`src/hw/rtl/chc_pkg.sv`:
```
// ----------------------------------------------------------------------------
// chc_pkg
// Shared types and constants for the histogram clip contrast stretch block.
// ----------------------------------------------------------------------------
package chc_pkg;

   // Bin and sample geometry
   localparam int BIN_W   = 8;
   localparam int BIN_NUM = 256;

   // Clip threshold is sample_total / CLIP_DIV
   localparam int CLIP_DIV = 1000;

   // Divisor width of the table divider (covers any bound span)
   localparam int DSR_W = BIN_W;

   // Default saturation limit of the sample count
   localparam longint unsigned MAX_SAMPLES_DEFAULT = 64'd16777216;

   // Bounds after reset and for an empty or degenerate histogram
   localparam logic [BIN_W-1:0] LOW_DEFAULT  = 8'd0;
   localparam logic [BIN_W-1:0] HIGH_DEFAULT = 8'd255;

   // Action codes of the request channel
   localparam logic [1:0] ACT_COUNT = 2'd0;
   localparam logic [1:0] ACT_CLOSE = 2'd1;
   localparam logic [1:0] ACT_MAP   = 2'd2;

   // Result kinds
   localparam logic KIND_BOUNDS = 1'b0;
   localparam logic KIND_MAP    = 1'b1;

   // Histogram memory control
   typedef struct packed {
      logic             count_en;
      logic [BIN_W-1:0] bin;
      logic             scan_en;
      logic [BIN_W-1:0] scan_addr;
      logic             clear;
   } hist_ctl_type;

   // Stretch table write port
   typedef struct packed {
      logic             en;
      logic [BIN_W-1:0] addr;
      logic [BIN_W-1:0] data;
   } lut_wr_type;

endpackage

```
`src/hw/rtl/chc_lut.sv`:
```
// ----------------------------------------------------------------------------
// chc_lut
// Stretch table memory; unwritten entries read as the identity mapping,
// which is the table for bounds 0 and 255.
// ----------------------------------------------------------------------------
module chc_lut import chc_pkg::*; (
   input  logic             clock,
   input  logic             reset,
   input  lut_wr_type       wr,
   input  logic             rd_en,
   input  logic [BIN_W-1:0] rd_addr,
   output logic [BIN_W-1:0] rd_data
);

   logic [BIN_W-1:0]   mem [BIN_NUM];
   logic [BIN_NUM-1:0] valid_ff;
   logic [BIN_W-1:0]   rd_data_ff;
   logic [BIN_W-1:0]   rd_addr_ff;

   // Memory ports
   always_ff @(posedge clock) begin
      if (rd_en) begin
         rd_data_ff <= mem[rd_addr];
         rd_addr_ff <= rd_addr;
      end
      if (wr.en) begin
         mem[wr.addr] <= wr.data;
      end
   end

   // Mark entries written since reset
   always_ff @(posedge clock) begin
      if (reset) begin
         valid_ff <= '0;
      end else if (wr.en) begin
         valid_ff[wr.addr] <= 1'b1;
      end
   end

   assign rd_data = valid_ff[rd_addr_ff] ? rd_data_ff : rd_addr_ff;

endmodule

```
`config.mk`:
```
export PLATFORM = sky130hd
export DESIGN_NAME = chc_lut
export DESIGN_NICKNAME = d
export VERILOG_FILES = /design/src/hw/rtl/chc_pkg.sv /design/src/hw/rtl/chc_lut.sv
export SDC_FILE = /design/constraint.sdc
export NUM_CORES = 2
export LEC_CHECK = 0
export BUFFER_PORTS_ARGS = -buffer_cell sky130_fd_sc_hd__buf_4
export CAP_MARGIN = 10
export CORE_ASPECT_RATIO = 2
export CORE_MARGIN = 8
export CORE_UTILIZATION = 45
export DETAILED_ROUTE_END_ITERATION = 8
export SLEW_MARGIN = 20
export SYNTH_ARGS = -nofsm -noshare
export SYNTH_HDL_FRONTEND = slang
export SYNTH_SLANG_ARGS = --single-unit
```
`constraint.sdc`:
```
create_clock -name clock -period 4.9 [get_ports clock]
set_input_delay 0.98 -clock clock [delete_from_list [all_inputs] [get_ports clock]]
set_output_delay 0.98 -clock clock [all_outputs]
set_load 0.01 [all_outputs]
```
==> impl_metrics.ini <==
[global_route]
antenna_found_initial = 8
grt_usage_pct = 20.90
grt_pass1_vias = 44273
grt_overflow_total = 0
grt_first_pass_wirelength_mm = 322.2
grt_max_degree = 141

[yosys]
syn-num-nets = 4263
synth_edf_count = 2064
synth.avg_cell_area_um2 = 21.00
synth_warnings = 0
synth.distinct_cells = 42
yosysSeqAreaShare_pct = 75.46
synth_seq_cells = 2320
syn_area_um2 = 88930
synth-main-ff-cell = edfxtp_1
async_flop_share_pct = 0
synth_cells = 4235

[placed_design]
io_buffers = 35
dp.final_hpwl_mm = 142.2
place_area_um2 = 93790
place.gp.congestion = 0.8669

[floorplan]
num_rows = 231
die_y_um = 644.7
die_w_um = 330.3
io_pins = 36
die_area_um2 = 213000
coreArea_um2 = 197100
initial_core_util_pct = 45.11

[sta]
setup-violations-final = 6
tightest_slew_ns = 1.169
finalWorstSetupSlack_ns = -0.08636
finClkSkew_ns = 0.03126
drv_slew = 0
finalHoldViolCount = 0
finalCritPeriodShare_pct = 101.8
fin_crit_ns = 4.986
grt_setup_unrepaired = true
setup-tns-final_ns = -0.3765
max_freq_ghz = 0.2005
relSlewSlack_pct = 21.76

[power]
p_per_area_nw_per_um2 = 401.4
ir_drop_uv = 383.8
p_leak_nw = 31.81

[outcome]
outcome = finished with violations
violations = negative setup slack

[routing]
via_count = 43015
wl_per_cell_um = 30.81
first_pass_iters = 5
drc = 0
via_per_inst = 5.950
wl_mm = 222.7
antenna_left = 0
drt_iter0_drc = 4505

[cells_and_area]
mostFrequentLayoutCells = edfxtp_1, mux4_2, nor2_1, dfxtp_1, buf_4
n_fill_cell = 15469
nNetsFinal = 4523
multi_input_area_um2 = 20930
layout-drive-gt1-share_pct = 30.75
ff_latch_area_um2 = 67100
final_area_um2 = 101300
syn2layout_area_growth_pct = 13.93
final_common_cell = edfxtp_1

[clock_tree]
h-tree-depth = 4
clk_latency_ns = 0.83
clk_path_buf_depth = 4
clk_pin_slew_ns = 0.06
cts_root_buf = clkbuf_16
cts_buffers = 205
ctsHoldBuffers = 0
cts_tree = yes
cts_sinks = 2320

[worst_setup_path]
cp.arrival_ns = 4.01
cp-start-kind = flop
crit_path_end_kind = output pin
required_ns = 3.92
cpMaxStageDelayCell = mux4_2
crit_fanout = 6
critPathBufInv = 3
crit_chain = buf_6 -> buf_12 -> mux4_2 -> mux4_2 -> nor4b_4 -> or4_4 -> a21o_4 -> mux2_4 -> buf_6
crit_type = flop to output pin
critPathTopFamily = multiplexers
slowest_delay_ns = 0.54

[run]
maxCapViolCount = 0

[min_path]
hp-class = input port to flop
cell usage after synthesis, drive strengths merged, types with 8 or more instances:
library cell / number / area share [%]
a22oi: 29 / 0.24
buf: 81 / 0.48
clkbuf: 166 / 0.70
dfxtp: 256 / 5.8
edfxtp: 2064 / 70
mux2i: 17 / 0.19
mux4: 735 / 19
nand2: 25 / 0.11
nand3: 30 / 0.17
nand4: 8 / 0.056
nor2: 722 / 3.0
nor2b: 14 / 0.098
o21ba: 29 / 0.33
routing by layer:
layer	global-route usage [%]	up-vias	wire, um
met5	0	-	13
met4	7.234	2	8420
met3	2.992	380	14900
met2	35.27	1687	113000
met1	27.84	23158	86390
li1	-	17788	-
cell type report:
class,count,share of cell area (%)
Antenna cell,6,0.01482
Timing Repair Buffer,300,2.979
Tap cell,2563,3.165
Inverter,8,0.02964
Multi-Input combinational cell,1660,20.66
Clock inverter,116,1.460
Clock buffer,256,5.456
Sequential cell,2320,66.24
logic make-up after synthesis:
family | count (synthesis) | share of synthesized area, %
buf+inv | 255 | 1.217
flops | 2320 | 75.46
simple gates | 810 | 3.565
mux | 758 | 18.91
compound gates | 92 | 0.8498
report_power, final:
part           switching, mW  leakage (nW)  internal, mW
registers             0.0337          20.6          21.6
clock network           7.18          3.41          9.76
logic                   1.26          7.77         0.877
total                   8.47          31.8          32.2
flip-flops by register name, summed over array words and instances, names as in the netlist:
| name | count |
|---|---|
| rd_data_ff | 8 |
| mem | 2048 |
| valid_ff | 256 |
| rd_addr_ff | 8 |
repair_timing:
item | 4_1_cts | 5_1_grt
setup buffers | 18 | 2
setup endpoints to repair | 8 | 8
pin swaps | 8 | 5
cloned | 3 | 0
resized for setup | 34 | 16
per-stage QoR:
| step | std cells | utilization [%] | total power [mW] | setup slack, ns | hold WS (ns) |
|---|---|---|---|---|---|
| global route | 7224 | 51.39 | 41.69 | -0.1533 | 0.4274 |
| floorplan | 4235 | - | 23.12 | 0.9829 | 0.4348 |
| detailed placement | 6828 | 47.58 | 24.11 | 0.3461 | 0.4523 |
| global placement | 6828 | 47.56 | 24.08 | 0.3963 | 0.4441 |
| finish | 7229 | 51.40 | 40.66 | -0.08636 | 0.4638 |
| CTS | 7221 | 51.34 | 40.94 | -0.1367 | 0.3969 |
worst paths after layout:
path	from	end	slack (ns)	depth (start not counted)
hold reg to reg	valid_ff[148]$_SDFFE_PP0P_	valid_ff[148]$_SDFFE_PP0P_	0.46	2
setup reg to reg	mem[182][4]$_DFFE_PP_	rd_data_ff[4]$_DFFE_PP_	1.74	5
hold / removal	rd_addr[6]	rd_addr_ff[6]$_DFFE_PP_	0.46	1
setup / recovery	rd_addr_ff[0]$_DFFE_PP_	rd_data[4]	-0.09	9
Power figures use the tool's default switching activity.
