$ cat config.mk
export PLATFORM = sky130hd
export DESIGN_NAME = chc_divider
export DESIGN_NICKNAME = d
export VERILOG_FILES = /design/src/hw/rtl/chc_pkg.sv /design/src/hw/rtl/chc_divider.sv
export SDC_FILE = /design/constraint.sdc
export NUM_CORES = 1
export LEC_CHECK = 0
export BUFFER_PORTS_ARGS = -buffer_cell sky130_fd_sc_hd__buf_2
export CORE_MARGIN = 3
export CORE_UTILIZATION = 38
export DETAILED_ROUTE_END_ITERATION = 6
export RECOVER_POWER = 50
export SKIP_CTS_REPAIR_TIMING = 1
export SYNTH_ARGS = -nofsm -noshare
export SYNTH_HDL_FRONTEND = slang
export SYNTH_SLANG_ARGS = --single-unit
$ cat constraint.sdc
create_clock -name clock -period 4.7 [get_ports clock]
set_clock_uncertainty 0.1 [all_clocks]
set_input_delay 0.705 -clock clock [delete_from_list [all_inputs] [get_ports clock]]
set_output_delay 0.705 -clock clock [all_outputs]
set_load 0.1 [all_outputs]
$ cat src/hw/rtl/chc_pkg.sv
// ----------------------------------------------------------------------------
// chc_pkg
// Shared types and constants for the histogram clip contrast stretch block.
// ----------------------------------------------------------------------------
package chc_pkg;

   // Bin and sample geometry
   localparam int BIN_W   = 8;
   localparam int BIN_NUM = 256;

   // Clip threshold is sample_total / CLIP_DIV
   localparam int CLIP_DIV = 1000;

   // Divisor width of the table divider (covers any bound span)
   localparam int DSR_W = BIN_W;

   // Default saturation limit of the sample count
   localparam longint unsigned MAX_SAMPLES_DEFAULT = 64'd16777216;

   // Bounds after reset and for an empty or degenerate histogram
   localparam logic [BIN_W-1:0] LOW_DEFAULT  = 8'd0;
   localparam logic [BIN_W-1:0] HIGH_DEFAULT = 8'd255;

   // Action codes of the request channel
   localparam logic [1:0] ACT_COUNT = 2'd0;
   localparam logic [1:0] ACT_CLOSE = 2'd1;
   localparam logic [1:0] ACT_MAP   = 2'd2;

   // Result kinds
   localparam logic KIND_BOUNDS = 1'b0;
   localparam logic KIND_MAP    = 1'b1;

   // Histogram memory control
   typedef struct packed {
      logic             count_en;
      logic [BIN_W-1:0] bin;
      logic             scan_en;
      logic [BIN_W-1:0] scan_addr;
      logic             clear;
   } hist_ctl_type;

   // Stretch table write port
   typedef struct packed {
      logic             en;
      logic [BIN_W-1:0] addr;
      logic [BIN_W-1:0] data;
   } lut_wr_type;

endpackage

$ cat src/hw/rtl/chc_divider.sv
// ----------------------------------------------------------------------------
// chc_divider
// Restoring divider, one quotient bit per cycle, used by the stretch table
// build.
// ----------------------------------------------------------------------------
module chc_divider import chc_pkg::*; #(
   parameter int DIVIDEND_W = 25
) (
   input  logic                  clock,
   input  logic                  reset,
   input  logic                  start,
   input  logic [DIVIDEND_W-1:0] dividend,
   input  logic [DSR_W-1:0]      divisor,
   output logic                  done,
   output logic [DIVIDEND_W-1:0] quotient
);

   localparam int STEP_W = (DIVIDEND_W > 1) ? $clog2(DIVIDEND_W) : 1;
   localparam logic [STEP_W-1:0] STEP_LAST = STEP_W'(DIVIDEND_W - 1);

   logic                  busy_ff;
   logic                  done_ff;
   logic [STEP_W-1:0]     step_ff;
   logic [DIVIDEND_W-1:0] quo_ff;
   logic [DSR_W-1:0]      rem_ff;
   logic [DSR_W-1:0]      dsr_ff;

   logic [DSR_W:0]        trial;
   logic [DSR_W:0]        diff;
   logic                  fits;

   // Shift in the next dividend bit and try to subtract
   assign trial = {rem_ff, quo_ff[DIVIDEND_W-1]};
   assign diff  = trial - {1'b0, dsr_ff};
   assign fits  = (trial >= {1'b0, dsr_ff});

   // Control: run for one step per dividend bit, pulse done at the end
   always_ff @(posedge clock) begin
      if (reset) begin
         busy_ff <= 1'b0;
         done_ff <= 1'b0;
         step_ff <= '0;
      end else begin
         done_ff <= 1'b0;
         if (start) begin
            busy_ff <= 1'b1;
            step_ff <= '0;
         end else if (busy_ff) begin
            step_ff <= step_ff + 1'b1;
            if (step_ff == STEP_LAST) begin
               busy_ff <= 1'b0;
               done_ff <= 1'b1;
            end
         end
      end
   end

   // Datapath
   always_ff @(posedge clock) begin
      if (start) begin
         quo_ff <= dividend;
         rem_ff <= '0;
         dsr_ff <= divisor;
      end else if (busy_ff) begin
         rem_ff <= fits ? diff[DSR_W-1:0] : trial[DSR_W-1:0];
         quo_ff <= {quo_ff[DIVIDEND_W-2:0], fits};
      end
   end

   assign done     = done_ff;
   assign quotient = quo_ff;

endmodule

==> reports/metrics.yaml <==
status:
  result_of_the_run: "finished, final reports clean"
detailed_routing:
  vias: 1567
  top_layer_used: "met4"
  vias_per_cell: 4.866
  drt-initial-drc-count: 86
  drt_first_pass_iters: 4
  route.final.wire_length_mm: 4.277
  detailroute.wirelength.met2_mm: 1.822
  routed_wire_length_per_instance_um: 13.28
  met3WireLength_um: 349
  drtAntennaViolNets: 0
  routedLengthMet1_mm: 2.081
  remaining_drcs: 0
yosys:
  post_synth_num_cell_types: 38
  yosysTopAreaCellShare: 0.4235
  mappedNetlistNets: 233
  ys_seq_area_frac: 0.5519
  postSynthCellCount: 186
  asyncSetResetFlopFracSynth: 0
  syn-cell-area_um2: 2340
  synthTopCellsByArea: "sky130_fd_sc_hd__edfxtp_1 (42%), sky130_fd_sc_hd__dfxtp_1 (13%), sky130_fd_sc_hd__mux2_2 (12%)"
  synth-edff-count: 33
  synth.most_common_cell: "sky130_fd_sc_hd__edfxtp_1"
  area_leader_netlist: "sky130_fd_sc_hd__edfxtp_1"
  synth_warnings: 0
  synth_commonest_cells: "sky130_fd_sc_hd__edfxtp_1 (33), sky130_fd_sc_hd__mux2_2 (25), sky130_fd_sc_hd__dfxtp_1 (15), sky130_fd_sc_hd__inv_1 (15), sky130_fd_sc_hd__nor2_1 (15)"
  synth_seq_cells: 48
  synth.avg_cell_area_um2: 12.58
  ys.flop_type: "sky130_fd_sc_hd__edfxtp_1"
floorplanning:
  core_region_area_um2: 5743
  die-width_um: 84.47
  die_y_um: 84.47
  ios: 62
  rows: 27
  initial_utilization: 0.4074
  die-area_um2: 7134
worst_setup_path:
  critical_path_required_ps: 4510
  timing.critical_path.max_delay_family: "buffers and inverters"
  cpMaxStageDelayCell: "sky130_fd_sc_hd__inv_1"
  critical-path-max-stage-delay_ps: 730
  maximum_fanout_along_the_worst_path: 40
  sort_of_element_at_the_start_of_the_critical_path: "input port"
  cell_chain_of_the_critical_path: "buf_2 -> buf_4 -> nor2_1 -> inv_1"
  critPathArrivalTime_ps: 2170
  timing_worst_setup_path_type: "input port to register"
  critPathBufInv: 3
  endpoint_kind: "register"
power_and_ir_drop:
  power_frac_clock: 0.243
  power_frac_seq: 0.475
  power-per-cell-area_nw_per_um2: 383.3
  swShare: 0.3502
  net-switching-power_w: 0.0003763
  max-vdd-ir-drop_uv: 269.9
  combPwrFrac: 0.282
  power.leakage_nw: 1.173
  internal_power_contribution_w: 0.0006983
placement:
  hpwlAfterDp_mm: 3.116
  place_ws_ps: 1999
  placed_cell_area_um2: 2711
  numPortBuffers: 61
  globalplace.congestion: 0.7661
timing:
  final.min_clock_period_ps: 2360
  report.final.setup_viol: 0
  slew_violations: 0
  fin_setup_tns_ps: 0
  max-slew-margin-rel: 0.2221
  fmaxAchievable_mhz: 423.8
  timing_worst_slew_pin_value_ps: 1172
  period_share: 0.5021
  rsz0062_at_grt: "no"
  timing.final.ws_setup_ps: 2340
  final_hold_viol_count: 0
final_layout:
  nets: 296
  insertedDiodeCount: 0
  stdcell_area_um2: 2804
  layout_cell_share_with_drive_strength_beyond_1: 0.3840
  areaGrowthSynthToFinish_pct: 19.84
cts:
  cts.root.buffer_cell: "sky130_fd_sc_hd__clkbuf_8"
  tritoncts: "done"
  clk_pin_slew_ps: 90
  htree_levels: 2
  clock_latency_ps: 290
  numCtsBuffers: 5
  cts_buffer_depth: 2
  numClockSinks: 48
global_routing:
  first_pass_grt_wire_length_mm: 7.003
  globalRouteOverflowTotal: 0
  first_global_vias: 1472
  grt_start_max_net_pins: 41
  antenna_violations_before_repair: 0
  track_usage: 0.1222
hold_path:
  hold_path.class: "register to register"
flow_run:
  max-cap-violations: 0
-- cell families after synthesis --
kind of cell	synth area share
xor gates and xnor gates	0.03369
adders and majority gates	0.06203
AOI/OAI and AO/OA	0.08395
buffers and inverters	0.03743
muxes	0.1460
DFF	0.5519
and+or+nand+nor	0.08502
-- power groups by stage --
stage | Combinational (W) | Sequential, W | Clock, W
after detailed placement | 0.000305 | 0.000519 | 0
after global placement | 0.000306 | 0.000520 | 0
after CTS | 0.000306 | 0.000511 | 0.000271
final | 0.000303 | 0.000510 | 0.000261
after floorplan | 0.0000897 | 0.000680 | 0
after global routing | 0.000320 | 0.000515 | 0.000288
-- placed cells by master (no fill, tap or decap), drive strengths merged, types with 4 or more instances in the layout --
master and count:
nor2 15, dfxtp 15, nand2 9, clkbuf 14, o21ai 5, inv 15, buf 56, mux2i 6
xor2 6, edfxtp 33, ha 10, or2 4, mux2 25
-- registers in the layout, summed over array words and instances, names as in the netlist --
signal,cells
busy_ff,1
step_ff,5
done,1
dsr_ff,8
quotient,25
rem_ff,8
-- metal layers --
layer | GRT usage | up-vias
li1 | - | 805
met1 | 0.1760 | 709
met2 | 0.1736 | 51
met3 | 0.04318 | 2
met4 | 0.03453 | 0
met5 | 0 | -
-- area by class of cell --
class                           count  area (um2)
Clock buffer                        8       100.1
Fill cell                         544        2939
Inverter                           15       56.30
Multi-Input combinational cell    117       960.9
Sequential cell                    48        1291
Tap cell                           72       90.09
Timing Repair Buffer               62       305.3
-- metrics by stage --
stage	utilization	cells	hold WS, ps	power (W)
2_1_floorplan	-	186	352.6	0.0007694
3_3_place_gp	0.4721	314	394.2	0.0008265
3_5_place_dp	0.4721	314	393.3	0.0008243
4_1_cts	0.4895	322	404.7	0.001088
5_1_grt	0.4882	322	436.2	0.001123
6_report	0.4882	322	404.3	0.001075
-- worst reg2reg max path, stage by stage, from the launching register on --
cell                       delay, ps
sky130_fd_sc_hd__edfxtp_1        340
sky130_fd_sc_hd__inv_1            40
sky130_fd_sc_hd__ha_1            360
sky130_fd_sc_hd__and3_1          230
sky130_fd_sc_hd__nand3_1         100
sky130_fd_sc_hd__o21ai_2         520
sky130_fd_sc_hd__o2111a_1        330
sky130_fd_sc_hd__o31ai_2          60
-- final timing paths --
| check | to | slack, ps | from | cells after the start |
|---|---|---|---|---|
| worst min register to register | rem_ff[4]$_SDFFE_PP0P_ | 400 | rem_ff[4]$_SDFFE_PP0P_ | 2 |
| worst max register to register | rem_ff[6]$_SDFFE_PP0P_ | 2510 | dsr_ff[5]$_DFFE_PP_ | 7 |
| worst max-delay path | quotient[21]$_DFFE_PP_ | 2340 | start | 4 |
| worst min-delay path | rem_ff[4]$_SDFFE_PP0P_ | 400 | rem_ff[4]$_SDFFE_PP0P_ | 2 |
(Power assumes the default switching activity.)
